**src/rtl/core/lpl_pkg.sv**
```systemverilog
// ----------------------------------------------------------------------------
// lpl_pkg
// Shared types, widths and constants of the lookahead peak limiter.
// ----------------------------------------------------------------------------
package lpl_pkg;

    // field widths
    localparam int SAMPLE_W   = 24;
    localparam int GAIN_W     = 20;
    localparam int CEIL_W     = 24;
    localparam int COEF_W     = 24;
    localparam int DELAY_W    = 8;
    localparam int ENV_W      = 25;
    localparam int SCALED_W   = 28;
    localparam int QUO_W      = 24;

    // shared multiplier operand and product widths
    localparam int MUL_A_W    = 29;
    localparam int MUL_B_W    = 26;
    localparam int PROD_W     = MUL_A_W + MUL_B_W;

    // configuration port
    localparam int CFG_IDX_W  = 3;
    localparam int CFG_DATA_W = 24;

    localparam logic [CFG_IDX_W-1:0] REG_ENABLE  = 3'd0;
    localparam logic [CFG_IDX_W-1:0] REG_GAIN    = 3'd1;
    localparam logic [CFG_IDX_W-1:0] REG_CEILING = 3'd2;
    localparam logic [CFG_IDX_W-1:0] REG_RELEASE = 3'd3;
    localparam logic [CFG_IDX_W-1:0] REG_DELAY   = 3'd4;

    // register reset values
    localparam logic               ENABLE_RST  = 1'b1;
    localparam logic [GAIN_W-1:0]  GAIN_RST    = 20'd65536;
    localparam logic [CEIL_W-1:0]  CEILING_RST = 24'd8103815;
    localparam logic [COEF_W-1:0]  RELEASE_RST = 24'd16768441;
    localparam logic [DELAY_W-1:0] DELAY_RST   = 8'd10;

    // unity gain in Q1.24
    localparam logic [ENV_W-1:0]   UNITY_Q24   = 25'd16777216;

    localparam int DELAY_DEPTH_DEF = 256;

    typedef struct packed {
        logic signed [SAMPLE_W-1:0] in_left;
        logic signed [SAMPLE_W-1:0] in_right;
    } in_item_t;

    typedef struct packed {
        logic signed [SAMPLE_W-1:0] out_left;
        logic signed [SAMPLE_W-1:0] out_right;
        logic        [ENV_W-1:0]    gain_now;
    } out_item_t;

    // one entry of the delay ring, both channels
    typedef struct packed {
        logic signed [SCALED_W-1:0] left;
        logic signed [SCALED_W-1:0] right;
    } dly_pair_t;

    // divider status seen by the sequencer
    typedef struct packed {
        logic busy;
        logic done;
    } div_stat_t;

endpackage

```
**src/rtl/core/lpl_mul.sv**
```systemverilog
// ----------------------------------------------------------------------------
// lpl_mul
// Shared signed multiplier with a registered product.
// ----------------------------------------------------------------------------
module lpl_mul
    import lpl_pkg::*;
(
    input  logic                      clk,
    input  logic signed [MUL_A_W-1:0] a,
    input  logic signed [MUL_B_W-1:0] b,
    output logic signed [PROD_W-1:0]  product
);

    logic signed [PROD_W-1:0] product_reg;

    // one product per cycle, operands chosen by the sequencer
    always_ff @(posedge clk)
    begin
        product_reg <= a * b;
    end

    assign product = product_reg;

endmodule

```
**config.mk**
```make
export PLATFORM = sky130hd
export DESIGN_NAME = lpl_mul
export DESIGN_NICKNAME = d
export VERILOG_FILES = /design/src/rtl/core/lpl_pkg.sv /design/src/rtl/core/lpl_mul.sv
export SDC_FILE = /design/constraint.sdc
export NUM_CORES = 2
export LEC_CHECK = 0
export BUFFER_PORTS_ARGS = -buffer_cell sky130_fd_sc_hd__buf_4
export CORE_MARGIN = 5
export CORE_UTILIZATION = 55
export DETAILED_ROUTE_END_ITERATION = 8
export PLACE_DENSITY = 0.83
export SLEW_MARGIN = 10
export SYNTH_ARGS = -nofsm -noshare
export SYNTH_HDL_FRONTEND = slang
export SYNTH_SLANG_ARGS = --single-unit
```
**constraint.sdc**
```tcl
create_clock -name clk -period 20.2 [get_ports clk]
set_input_delay 4.04 -clock clk [delete_from_list [all_inputs] [get_ports clk]]
set_output_delay 4.04 -clock clk [all_outputs]
set_load 0.01 [all_outputs]
```
==> implementation parameters <==
Parameter                              Value

Status
  Status ... complete, no violations

Die
  Die height ... 234.9 µm
  Row count ... 82
  Die outline area ... 0.05518 mm²
  Core area ... 0.05007 mm²
  Horiz. Die Dim ... 234.9 µm
  Starting utilization of the core area ... 55.57%
  I/O pins ... 111

Drt
  Post-detailed-route count of antenna-violating nets ... 0
  Total number of vias ... 19550
  Highest metal layer used by the detailed router ... met4
  Iter 0 DRT Violations ... 1160
  Met3 wire length ... 5423 µm
  Post-route DRC violation count ... 0
  Iteration count of the initial detailed-routing pass ... 5
  Routed length on met2 ... 33720 µm
  Met1 wire length ... 24880 µm
  Via/cell ratio ... 5.390
  Avg WL per Cell ... 18.53 µm
  Post-detailed-routing wire length ... 67190 µm

Yosys
  Top FF cell, synth ... dfxtp_1
  Count of flip-flops with a built-in enable after synthesis ... 0
  Synth Cell Area ... 0.02782 mm²
  Yosys synthesis warning count ... 0
  Share of the synthesized area in the top cell type ... 56.27%
  Number of distinct standard cells referenced by the synthesized netlist ... 54
  Sequential-to-total area share from yosys stat ... 3.958%
  Cell count after synthesis ... 2975
  Commonest cells post-synth ... 782 x fa_1, 778 x inv_1, 414 x nand2_1
  Post-Syn Area per Cell ... 9.352 µm²
  Most frequently used cell type in the post-synthesis netlist ... fa_1
  Register bit count reported by yosys ... 55
  Leading post-synthesis cells by cell area ... fa_1 56%, inv_1 10%, and2_1 7.4%
  FFs w/ async S/R, synth ... 0%
  Synthesized Nets ... 3965
  Largest area contributor in the netlist ... fa_1

Placement
  DP Wirelength ... 54550 µm
  IO buf count ... 110
  Placer Congestion ... 0.9414

Timing
  Max Freq ... 0.09015 GHz
  RSZ-0062 raised after global routing ... no
  Number of hold violations in the final report ... 0
  Total negative slack ... 0 ns
  Number of endpoints failing setup at the final stage ... 0
  Actual slew at the worst max-slew pin ... 0.7223 ns
  Post-route fraction of the period consumed by the critical path ... 54.91%
  Post-route minimum period ... 11.09 ns
  Number of max-slew violations in the final report ... 0
  Slew HR ... 51.21%

GRT
  Overflow left after global routing ... 0
  Total routing usage reported by global routing ... 25.61%
  Number of antenna violations at the first check in global routing ... 0
  Vias in the first global route ... 22135
  Pin count of the biggest net entering global routing ... 30
  Global-route wire length before repair ... 114100 µm

Critical path
  Buffers and inverters on the worst path ... 6
  Crit path DAT ... 11.32 ns
  Most Frequent Cell on Critical Path ... fa_1
  Launching element type of the critical path ... primary input
  Largest stage delay on the critical path ... 0.68 ns
  CP required ... 20.43 ns
  Nature of the critical path endpoint ... flip-flop
  Cell family contributing the most delay on the critical path ... adder cells
  Critical path peak fanout ... 29
  Worst Setup Path Type ... primary input to flip-flop
  Slowest stage cell on the critical path ... o41ai_1

Layout
  Antenna fix cells ... 0
  Net count, final ... 3944
  Area added between synthesis and finish ... 4.772%
  Layout cell share with drive strength beyond 1 ... 4.433%
  Max reg flops ... 55

Clock tree
  CTS tree ... yes
  Hold Buf Count CTS ... 0
  H-tree level count ... 2
  Cell chosen for the clock root ... clkbuf_16
  Post-CTS resize count ... 0
  Number of CTS-inserted buffers ... 5
  Largest buffer count on any clock path ... 2
  Post-CTS Setup Repair Bufs ... 0
  Post-CTS clock slew at the launch and capture registers of the worst setup and hold paths ... 0.08 ns
  Clock Sinks ... 55

Worst hold path
  Min-Delay Path Class ... primary input to flip-flop

Run
  # Max-Cap Violations ... 0
[metal layers]
| metal | vias up | global-route usage (%) |
|---|---|---|
| li1 | 8380 | - |
| met1 | 10074 | 32.31 |
| met2 | 872 | 43.88 |
| met3 | 224 | 4.878 |
| met4 | 0 | 10.26 |
| met5 | - | 0 |
[stage by stage]
stage	cells	util, %	hold WS (ns)	setup slack, ns	cell area [µm²]
2_1_floorplan	2975	-	4.167	9.524	27820
3_3_place_gp	3619	57.88	4.430	8.927	28980
3_5_place_dp	3619	57.88	4.431	8.810	28980
4_1_cts	3627	58.22	4.106	9.156	29150
5_1_grt	3627	58.22	4.127	8.835	29150
6_report	3627	58.22	4.117	9.107	29150
[cells by family after synthesis]
logic type      share of synthesized area, %
buf+inv                                12.40
simple gates                           15.17
compound gates                         3.400
mux                                  0.07645
xor+xnor                               1.889
flops                                  3.958
fa+ha+maj                              63.10
[cell type report]
| class | instances | area, µm² |
|---|---|---|
| Fill cell | 4186 | 20920 |
| Timing Repair Buffer | 113 | 848.3 |
| Multi-Input combinational cell | 2001 | 23270 |
| Sequential cell | 55 | 1101 |
| Clock inverter | 3 | 43.79 |
| Inverter | 778 | 2920 |
| Tap cell | 672 | 840.8 |
| Clock buffer | 5 | 125.1 |
[placed cells by master (no fill, tap or decap), types with 4 or more instances in the layout]
| master | n |
|---|---|
| o21a_1 | 8 |
| and2_1 | 330 |
| dfxtp_1 | 55 |
| clkbuf_16 | 5 |
| and3_1 | 4 |
| nand4_1 | 8 |
| a21oi_1 | 38 |
| fa_1 | 782 |
| xnor2_1 | 39 |
| nand3_1 | 11 |
| xor2_1 | 21 |
| nor2_1 | 50 |
| inv_1 | 778 |
| o21ai_0 | 29 |
| nand2b_1 | 17 |
| nor2b_1 | 8 |
| nand2_1 | 414 |
| a21o_1 | 23 |
| nor3_1 | 12 |
| ha_1 | 152 |
| buf_4 | 113 |
| a31oi_1 | 5 |
[final timing paths]
path | startpoint | to | slack [ns] | cells after the start
max | b[2] | product[54] | 9.11 | 25
min | b[0] | product[0] | 4.12 | 2
Power is not shown: default switching activity piles up to over one toggle a cycle in this logic, so the estimate is an artifact.
