[config.mk]
export PLATFORM = sky130hd
export DESIGN_NAME = lpl_div
export DESIGN_NICKNAME = d
export VERILOG_FILES = /design/src/rtl/core/lpl_pkg.sv /design/src/rtl/core/lpl_div.sv
export SDC_FILE = /design/constraint.sdc
export NUM_CORES = 1
export LEC_CHECK = 0
export BUFFER_PORTS_ARGS = -buffer_cell sky130_fd_sc_hd__buf_2
export CAP_MARGIN = 10
export CORE_UTILIZATION = 45
export CTS_CLUSTER_DIAMETER = 150
export DETAILED_ROUTE_END_ITERATION = 16
export GPL_ROUTABILITY_DRIVEN = 1
export PLACE_DENSITY = 0.68
export REMOVE_ABC_BUFFERS = 1
export SETUP_SLACK_MARGIN = 0.5
export SYNTH_ARGS = -nofsm -noshare
export SYNTH_HDL_FRONTEND = slang
export SYNTH_SLANG_ARGS = --single-unit
[constraint.sdc]
create_clock -name clk -period 2.5 [get_ports clk]
set_input_delay 0.25 -clock clk [delete_from_list [all_inputs] [get_ports clk]]
set_output_delay 0.25 -clock clk [all_outputs]
set_load 0.01 [all_outputs]
[src/rtl/core/lpl_pkg.sv]
// ----------------------------------------------------------------------------
// lpl_pkg
// Shared types, widths and constants of the lookahead peak limiter.
// ----------------------------------------------------------------------------
package lpl_pkg;

    // field widths
    localparam int SAMPLE_W   = 24;
    localparam int GAIN_W     = 20;
    localparam int CEIL_W     = 24;
    localparam int COEF_W     = 24;
    localparam int DELAY_W    = 8;
    localparam int ENV_W      = 25;
    localparam int SCALED_W   = 28;
    localparam int QUO_W      = 24;

    // shared multiplier operand and product widths
    localparam int MUL_A_W    = 29;
    localparam int MUL_B_W    = 26;
    localparam int PROD_W     = MUL_A_W + MUL_B_W;

    // configuration port
    localparam int CFG_IDX_W  = 3;
    localparam int CFG_DATA_W = 24;

    localparam logic [CFG_IDX_W-1:0] REG_ENABLE  = 3'd0;
    localparam logic [CFG_IDX_W-1:0] REG_GAIN    = 3'd1;
    localparam logic [CFG_IDX_W-1:0] REG_CEILING = 3'd2;
    localparam logic [CFG_IDX_W-1:0] REG_RELEASE = 3'd3;
    localparam logic [CFG_IDX_W-1:0] REG_DELAY   = 3'd4;

    // register reset values
    localparam logic               ENABLE_RST  = 1'b1;
    localparam logic [GAIN_W-1:0]  GAIN_RST    = 20'd65536;
    localparam logic [CEIL_W-1:0]  CEILING_RST = 24'd8103815;
    localparam logic [COEF_W-1:0]  RELEASE_RST = 24'd16768441;
    localparam logic [DELAY_W-1:0] DELAY_RST   = 8'd10;

    // unity gain in Q1.24
    localparam logic [ENV_W-1:0]   UNITY_Q24   = 25'd16777216;

    localparam int DELAY_DEPTH_DEF = 256;

    typedef struct packed {
        logic signed [SAMPLE_W-1:0] in_left;
        logic signed [SAMPLE_W-1:0] in_right;
    } in_item_t;

    typedef struct packed {
        logic signed [SAMPLE_W-1:0] out_left;
        logic signed [SAMPLE_W-1:0] out_right;
        logic        [ENV_W-1:0]    gain_now;
    } out_item_t;

    // one entry of the delay ring, both channels
    typedef struct packed {
        logic signed [SCALED_W-1:0] left;
        logic signed [SCALED_W-1:0] right;
    } dly_pair_t;

    // divider status seen by the sequencer
    typedef struct packed {
        logic busy;
        logic done;
    } div_stat_t;

endpackage

[src/rtl/core/lpl_div.sv]
// ----------------------------------------------------------------------------
// lpl_div
// Restoring serial divider: ceiling * 2^24 / peak, one quotient bit a cycle.
// ----------------------------------------------------------------------------
module lpl_div
    import lpl_pkg::*;
(
    input  logic                clk,
    input  logic                rst_n,
    input  logic                start,
    input  logic [CEIL_W-1:0]   dividend,
    input  logic [SCALED_W-1:0] divisor,
    output logic [QUO_W-1:0]    quotient,
    output div_stat_t           stat
);

    localparam int CNT_W = $clog2(QUO_W + 1);

    logic                busy_reg, busy_next;
    logic                done_reg, done_next;
    logic [CNT_W-1:0]    count_reg, count_next;
    logic [SCALED_W-1:0] rem_reg, rem_next;
    logic [SCALED_W-1:0] dvs_reg, dvs_next;
    logic [QUO_W-1:0]    quo_reg, quo_next;

    logic [SCALED_W:0]   trial;
    logic [SCALED_W:0]   diff;
    logic                fits;

    // trial subtract of the shifted remainder
    always_comb
    begin
        trial = {rem_reg, 1'b0};
        diff  = trial - {1'b0, dvs_reg};
        fits  = (trial >= {1'b0, dvs_reg});
    end

    // step control
    always_comb
    begin
        busy_next  = busy_reg;
        done_next  = 1'b0;
        count_next = count_reg;
        rem_next   = rem_reg;
        dvs_next   = dvs_reg;
        quo_next   = quo_reg;
        if (start)
        begin
            busy_next  = 1'b1;
            count_next = CNT_W'(QUO_W);
            rem_next   = SCALED_W'(dividend);
            dvs_next   = divisor;
            quo_next   = '0;
        end
        else if (busy_reg)
        begin
            rem_next   = fits ? diff[SCALED_W-1:0] : trial[SCALED_W-1:0];
            quo_next   = {quo_reg[QUO_W-2:0], fits};
            count_next = count_reg - CNT_W'(1);
            if (count_reg == CNT_W'(1))
            begin
                busy_next = 1'b0;
                done_next = 1'b1;
            end
        end
    end

    always_ff @(posedge clk or negedge rst_n)
    begin
        if (!rst_n)
        begin
            busy_reg  <= 1'b0;
            done_reg  <= 1'b0;
            count_reg <= '0;
        end
        else
        begin
            busy_reg  <= busy_next;
            done_reg  <= done_next;
            count_reg <= count_next;
        end
    end

    // datapath registers
    always_ff @(posedge clk)
    begin
        rem_reg <= rem_next;
        dvs_reg <= dvs_next;
        quo_reg <= quo_next;
    end

    assign quotient  = quo_reg;
    assign stat.busy = busy_reg;
    assign stat.done = done_reg;

endmodule

==> results.md, run 1 <==
Run status:
- The flow ran to the end, but the final reports show violations.
- The checks that failed: negative setup slack.

Drt:
- Dividing the detail-routed via count by the number of cells gives 5.31.
- Summing over every cut layer, the via total after detailed routing is 4,491.
- The initial DRC count is 218.
- The wire length per cell is 14.7 um.
- The detail route stage leaves a number of antenna-violating nets equal to 0.
- The overall routed net length is 12.4 mm.
- The number of remaining DRC errors is 0.
- The pre-antenna-repair detailed-routing pass consisted of 5 iterations.

Global route:
- The via count of the first global-routing pass was 4,550.
- Entering global routing, the biggest net connects 61 pins.
- The initial antenna violation count is 0.
- The wire length of the first global-routing pass is 20.7 mm.
- Global routing consumed, over all layers together, 22.4% of the routing resources.
- The total overflow left after global routing is 0.

STA:
- The worst path uses 111% of the clock period.
- Across all setup checks in the final design, the least slack found is -0.264 ns.
- The number of setup violations in the final report is 29.
- The relative slew slack is 58.0%.
- The maximum clock skew at final layout is 0.0123 ns.
- The number of failing hold endpoints at the final stage is 0.
- Static timing analysis puts the maximum clock frequency at 0.362 GHz.
- The post-route setup TNS is -6.40 ns.
- For the finished layout, the period the worst path requires is 2.76 ns.
- Setup repair after global routing could not meet its margin everywhere.
- The transition time at the pin with the least slew margin is 0.630 ns.
- The count of pins over their slew limit came to 0.

Place:
- The placed cell area is 6280 sq um.
- During placement, the flow inserted port buffers numbering 80.
- The worst setup slack after placement is -0.456 ns.
- The placer's final routability congestion estimate is 0.901.
- After legalization and detailed placement, the total HPWL measured 8.78 mm.

Clocking:
- In this run the deepest clock path goes through 2 buffers.
- After clock tree synthesis, the clock-pin slew on the worst setup and hold paths is 0.07 ns.
- Clock tree synthesis inserted a total of 9 buffers.
- Clock latency on the worst-skew pair, taken at its later pin, is 0.36 ns.
- The TritonCTS clock tree is built.
- The H-tree was split into 3 levels.
- For this design, the sink count on the clock tree is 87.
- The root buffer cell is clkbuf_16.

Die:
- The floorplan step set the die height to 109 um.
- The horizontal die dimension is 109 um.
- 81 I/O pins were placed.
- The total area inside the core boundary comes to 11,000 sq um.
- The initial utilization of the core area, before any placement, comes to 47.0%.
- The floorplan step defined a die boundary enclosing 11,900 sq um.
- The initialized floorplan defines 38 standard-cell rows.

Final layout:
- The ratio of cells with drive above 1 in the final layout is 38.0%.
- Cells fill 64.6% of the core in the end.
- In the final layout, the multi-input gates occupy 2900 sq um.
- The net count of the finished layout is 787.
- The number of diodes is 0.
- From synthesis to final layout, the design area changed by 37.5%.
- Summing all flip-flop and latch instances after layout gives 2300 sq um.
- Counting the fill cells in the layout gives 887.
- The finished cells cover 7130 sq um.

Worst setup path:
- The worst register-to-register path has a setup slack of -0.26 ns.
- For the worst setup path, the data arrival time is 2.99 ns.
- The required time at the worst-slack endpoint is 2.72 ns.
- The critical path in this run is classified as flop to flop.
- The worst setup path is launched from a flop.
- The element type at the critical path end is a flop.
- The largest fanout of any net on the critical path is 6.

Synthesis:
- Summing the sequential cell areas from Yosys gives 44.3% of the chip area.
- Dividing the synthesized area by the synthesized cell count gives 9.82 sq um.
- Summing the areas of all compound-gate instances in the mapped netlist gives 16.0% of the synthesized area.
- The most frequently used flop master after synthesis is edfxtp_1.
- The share of flip-flops with an asynchronous set or reset after synthesis is 8.05%.
- Counting flops with a built-in enable in the synthesized netlist gives 52.
- Of the total synthesized cell area, the portion taken by full adders, half adders and majority gates is 7.63%.
- In this run, synthesis produced a sequential element count of 87.
- For this run, the number of Yosys warnings is 0.
- Of the total synthesized cell area, the portion taken by AND, OR, NAND and NOR gates is 16.2%.
- The area share of xor/xnor cells in the synthesized design is 4.56%.
- The cell count after synthesis came out at 528.
- The cell area after technology mapping is 5180 sq um.
- The post-synthesis mux area share is 5.63%.
- The distinct cell type count after synthesis is 65.
- The main combinational cell family by area after synthesis is simple AND/OR/NAND/NOR gates.

Power and ir drop:
- The standby leakage power is 3.30 nW.
- The worst IR drop on VDD is 569 uV.
- Dividing total power by cell area gives a power density of 1160 nW/um^2.
- The completed layout was analyzed and its total power is 8.28 mW.

Job:
- The number of max-cap violations is 0.

Worst hold path:
- The tightest min-delay check is of the input port to flop type.
==> placed cells by master, fill, tap and decap left out, drive strengths merged, types with 2 or more instances in the layout <==
master / instances
a22oi: 2
and3: 3
a21oi: 54
o211ai: 2
a211oi: 7
o311ai: 2
o21bai: 2
dfxtp: 28
or2: 2
o21ai: 17
nor4: 2
buf: 189
ha: 30
xor2: 11
edfxtp: 52
dfrtp: 7
o31ai: 4
a311oi: 3
nor4b: 2
a211o: 3
mux2i: 28
nand2b: 5
o21a: 4
clkbuf: 9
nor2b: 21
a31oi: 5
and2: 2
a21o: 11
or3: 3
nor3b: 4
nand2: 46
a2111oi: 3
nand3: 8
nand4: 5
clkinv: 2
nor3: 5
nor2: 48
xnor2: 16
inv: 43
==> per-stage QoR <==
stage	cells	hold slack, ns
2_1_floorplan	500	-0.0456
3_3_place_gp	807	0.0858
3_5_place_dp	807	0.0936
4_1_cts	839	0.0546
5_1_grt	846	0.0574
6_report	846	0.0633
==> cell usage after synthesis (all sizes together), types with 2 or more instances <==
| master | instances | area [sq um] |
|---|---|---|
| a211oi | 7 | 52.6 |
| a211o | 3 | 26.3 |
| clkbuf | 11 | 41.3 |
| nand2 | 46 | 180 |
| a21o | 11 | 82.6 |
| dfxtp | 28 | 561 |
| o21ai | 17 | 85.1 |
| nand4 | 5 | 31.3 |
| dfrtp | 7 | 175 |
| inv | 39 | 146 |
| o21bai | 2 | 15.0 |
| o311ai | 2 | 17.5 |
| nor2b | 21 | 131 |
| a31oi | 5 | 31.3 |
| a311oi | 3 | 45.0 |
| buf | 17 | 105 |
| mux2i | 28 | 280 |
| or3 | 3 | 18.8 |
| nor2 | 48 | 180 |
| and3 | 3 | 18.8 |
| nor3b | 4 | 46.3 |
| xnor2 | 16 | 140 |
| ha | 30 | 375 |
| or2 | 2 | 12.5 |
| o211ai | 2 | 15.0 |
| nor3 | 5 | 47.5 |
| nor4 | 2 | 12.5 |
| a21oi | 54 | 274 |
| o31ai | 4 | 30.0 |
| nand2b | 5 | 31.3 |
| and2 | 2 | 12.5 |
| a22oi | 2 | 15.0 |
| nand3 | 8 | 40.0 |
| a2111oi | 3 | 51.3 |
| nor4b | 2 | 32.5 |
| edfxtp | 52 | 1560 |
| o21a | 4 | 30.0 |
| xor2 | 11 | 96.3 |
==> layout make-up <==
class,count,area share [%]
repair buffers,190,18.2
clock buffers,9,3.16
multi-input cells,374,40.6
clock inverters,7,1.23
well taps,140,2.46
inverters,39,2.05
flip-flops and latches,87,32.2
==> critical path, stage by stage (launching register included) <==
cell and delay (ns):
edfxtp_1 0.43, ha_4 0.28, a21oi_2 0.14, nor3b_4 0.28, a2111oi_4 0.12, nor4b_4 0.34
nor3_4 0.07, or3_4 0.42, buf_12 0.15, buf_12 0.13, a32oi_2 0.18, a211oi_2 0.09
==> power by group <==
group / total (mW) / switching, mW / internal, mW
sequential: 2.05 / 0.197 / 1.85
clock: 1.42 / 0.619 / 0.799
combinational: 4.81 / 2.33 / 2.48
total: 8.28 / 3.14 / 5.14
==> cell families (layout without fill, tap and decap cells) <==
logic type,Yosys count,count (layout)
adders and majority gates,31,31
xor gates and xnor gates,27,27
buffers and inverters,67,245
muxes,29,29
AOI/OAI and AO/OA,126,126
and+or+nand+nor,161,161
DFF,87,87
==> final timing paths <==
check,startpoint,endpoint,cells after the start
min,divisor[17],dvs_reg[17],1
max reg2reg,rem_reg[3],rem_reg[27],11
max in group asynchronous,rst_n,busy_reg,2
min reg2reg,quotient[23],quotient[23],2
max,rem_reg[3],rem_reg[27],11
min in group asynchronous,rst_n,count_reg[4],2
==> layer usage <==
metal | part of all wire [%] | GRT usage, % | vias up | routed length (um)
li1 | - | - | 2220 | -
met1 | 44 | 27.9 | 2124 | 5530
met2 | 48 | 37.3 | 122 | 6000
met3 | 4.7 | 4.33 | 25 | 591
met4 | 2.6 | 11.0 | 0 | 323
met5 | 0 | 0 | - | 0
==> repair_timing <==
action                                  CTS  global route
gates resized for setup                  44            26
endpoints found under the setup margin   29            29
endpoints found under the hold margin     7             0
gates cloned                              0             0
buffers inserted                         15             7
hold buffers                              1             0
pin swaps                                14            15
No activity file was read; power rests on OpenSTA's default activity.
==> inputs of run 2 (changes only) <==
--- a/config.mk
+++ b/config.mk
@@ -7,11 +7,11 @@
 export LEC_CHECK = 0
 export BUFFER_PORTS_ARGS = -buffer_cell sky130_fd_sc_hd__buf_2
 export CAP_MARGIN = 10
-export CORE_UTILIZATION = 45
+export CORE_UTILIZATION = 52
 export CTS_CLUSTER_DIAMETER = 150
 export DETAILED_ROUTE_END_ITERATION = 16
 export GPL_ROUTABILITY_DRIVEN = 1
-export PLACE_DENSITY = 0.68
+export PLACE_DENSITY = 0.77
 export REMOVE_ABC_BUFFERS = 1
 export SETUP_SLACK_MARGIN = 0.5
 export SYNTH_ARGS = -nofsm -noshare
==> results.md, run 2 (same netlist as run 1, synthesis figures left out) <==
Global route:
- The via count of the first global-routing pass is 4,570 (+0.44%).
- The initial antenna violation count was 0 (unchanged).
- The wire length of the first global-routing pass is 20.4 mm (-1.4%).
- The largest net degree at the start of global routing is 36 (-41%).
- The aggregate global-route resource usage was 25.5% (+3.1 points).
- The total overflow reported by the global router is 0 (unchanged).

Final layout:
- The layout overhead on the synthesized area is 37.8%.
- The ratio of cells with drive above 1 in the final layout was 40.0% (+2.1 points).
- The number of diodes was 0 (unchanged).
- The non-filler instance count after layout is 850 (+0.47%).
- Leaving out fill and tap cells, the most frequent cell in the layout is buf_4.
- In the layout the commonest cells are 102 x buf_4, 79 x buf_2, 52 x edfxtp_1.
- The net count of the finished layout is 798 (+1.4%).

STA:
- The post-route setup TNS is -7.11 ns (-0.711 ns).
- The maximum clock skew at final layout is 0.0235 ns (+0.0112 ns).
- The number of failing hold endpoints at the final stage is 0 (unchanged).
- Setup repair after global routing could not meet its margin everywhere.
- The count of pins over their slew limit is 0 (unchanged).
- The worst-case setup margin in the final layout is -0.332 ns (-0.0677 ns).
- The share of the clock period used by the worst path is 113% (+2.7 points).
- The relative slew slack is 57.8% (-0.17 points).
- The maximum clock rate was 0.353 GHz (-2.4%).
- The transition time at the pin with the least slew margin came to 0.633 ns (+0.00251 ns).
- The time the worst path needs with I/O delays and setup was 2.83 ns (+0.0677 ns).
- The number of setup violations in the final report is 29 (unchanged).

Drt:
- The number of remaining DRC errors is 0 (unchanged).
- The post-detailed-route count of antenna-violating nets is 0 (unchanged).
- The highest signal layer in the routed design is met4.
- The mean number of vias per cell is 5.47 (+3.0%).
- The detailed-routing iteration count for the pre-antenna-repair pass is 5 (unchanged).
- The met3 wire length is 782 um (+32%).
- The overall routed net length came to 13.5 mm (+8.2%).
- The wire length per cell is 15.8 um (+7.6%).
- The initial DRC count was 245 (+12%).
- The wire length on met2 is 6.70 mm (+12%).
- The routed length on met1 is 5.59 mm (+1.1%).
- The number of vias in the routed layout came to 4,648 (+3.5%).

Place:
- The placed wire-length estimate is 8.62 mm (-1.8%).
- The count of port buffers added during placement was 80 (unchanged).
- The number of placed instances, taps included is 802 (-0.62%).
- The placer's final routability congestion estimate is 0.923 (+2.4%).

Die:
- The horizontal die dimension came to 102 um (-6.8%).
- The die area is 10,400 sq um (-13%).
- The core region area came to 9730 sq um (-12%).
- The starting density of the core is 53.3% (+6.3 points).
- The die height is 102 um (-6.8%).
- The count of standard-cell rows is 36 (-5.3%).
- The I/O pin count is 81 (unchanged).

Clocking:
- The worst-skew pair later-pin latency came to 0.40 ns (+0.04 ns).
- The post-CTS clock slew at the launch and capture registers of the worst setup and hold paths is 0.11 ns (+0.04 ns).
- The number of CTS-inserted buffers is 9 (unchanged).
- The clock sink count was 87 (unchanged).
- The TritonCTS clock tree is built.
- CTS placed an instance of clkbuf_8 at the clock tree root.
- The level count of the clock H-tree is 3 (unchanged).
- The worst-case clock buffer depth is 2 (unchanged).

Run status:
- The flow ran to the end, but the final reports show violations.
- The final reports fail on negative setup slack.

Worst hold path:
- In this run the most critical hold path is launched from divisor[19].
- The tightest min-delay check is of the input port to flop type.

Worst setup path:
- The startpoint of the worst-slack reg-to-reg timing path is rem_reg[0].
- The launching element of the worst setup path is rem_reg[0].
- The required time at the worst-slack endpoint is 2.67 ns (-0.05 ns).
- The largest fanout of any net on the critical path is 6 (unchanged).
- The critical path in this run is classified as flop to flop.
- The highest cell delay on the worst timing path is 0.42 ns (about the same).
- The cell repeated most along the worst path is buf_6.
- Traced cell by cell, the critical path runs through ha_1 -> nand2b_1 -> a211o_1 -> buf_6 -> a2111oi_4 -> nor4b_4 -> nor3_4 -> or3_4 -> buf_8 -> buf_6 -> buf_6 -> nand2_4 -> a21oi_2.
- For this design, the slowest cell found on the critical path is or3_4.
- The worst endpoint data arrival time is 3.00 ns (about the same).
- STA classifies the critical path startpoint as a flop.
- The worst setup path is captured at a flop.

Power and ir drop:
- The clock network power share came to 12.7% (-4.4 points).
- The total power per unit cell area was 1140 nW/um^2 (-1.7%).
- The overall power is 8.15 mW (-1.5%).
- The switching power summed over all nets is 3.30 mW (+5.0%).
- The part of the power in registers is 25.3% (+0.5 points).
- The switching power as a share of total power is 40.5% (+2.5 points).
- The standby leakage power was 3.32 nW (+0.58%).
- The worst IR drop on VDD was 597 uV (+4.8%).
- The internal power of the cells was 4.85 mW (-5.6%).
- The part of the total power dissipated in combinational logic is 62.0% (+3.9 points).

Job:
- The number of max-cap violations was 0 (unchanged).
run 2: cell count changes in the layout (fill, tap and decap cells not counted), moves of 4 or more:
cell       previous run  this run
buf_12                4         0
buf_6                 5        17
clkbuf_16             9         1
clkbuf_8              0         9
inv_1                39        35
inv_2                 0         4
nand2_1              43        37
nand2_2               3         7
run 2: layout make-up:
type                       count  area [sq um]
fill                         676          2590
inverter                      39           146
clock buffer                  10           149
timing repair buffer         201          1390
tap                          133           166
multi-input combinational    374          2930
sequential                    87          2300
clock inverter                 6          60.1
run 2: power by group through the flow:
stage | Sequential, mW | Clock, mW | Combinational, mW
finish | 2.06 | 1.04 | 5.06
global route | 2.09 | 1.10 | 5.42
floorplan | 2.00 | 0 | 2.37
CTS | 2.03 | 1.05 | 4.56
detailed placement | 2.04 | 0 | 3.89
global placement | 2.03 | 0 | 3.78
run 2: per-layer routing:
| layer | track usage, % | vias up |
|---|---|---|
| met5 | 0 | - |
| met4 | 10.9 | 0 |
| met3 | 6.98 | 42 |
| met2 | 44.3 | 171 |
| met1 | 29.8 | 2199 |
| li1 | - | 2236 |
run 2: critical path, delay by kind of cell, from the launching register on:
family,cells,cell delay [ns]
flops,1,0.41
simple gates,5,1.00
fa+ha+maj,1,0.32
buf+inv,4,0.53
compound gates,3,0.33
run 2: final timing paths:
path	endpoint	slack [ns]	depth (start not counted)
worst max-delay path	rem_reg[22]	-0.33	13
worst min-delay path	dvs_reg[19]	0.01	1
worst max register to register	rem_reg[22]	-0.33	13
worst min register to register	quotient[23]	0.52	2
max in group asynchronous	busy_reg	2.11	2
min in group asynchronous	count_reg[1]	0.22	2
run 2: repair_timing:
item / 4_1_cts / 5_1_grt
hold endpoints to repair: 7 / 0
gates resized for setup: 52 / 41
pin swaps: 22 / 15
hold buffers: 1 / 0
setup buffers: 27 / 3
gates cloned: 1 / 0
endpoints found under the setup margin: 29 / 29
run 2: stage by stage:
step	setup WS [ns]	hold slack [ns]	utilization (%)	cell area (sq um)
finish	-0.332	0.0145	73.4	7140
global route	-0.454	0.00350	73.4	7140
CTS	-0.295	0.00375	71.0	6910
detailed placement	-0.484	0.0861	64.5	6270
global placement	-0.387	0.0851	64.5	6270
floorplan	-0.529	-0.0456	-	5040
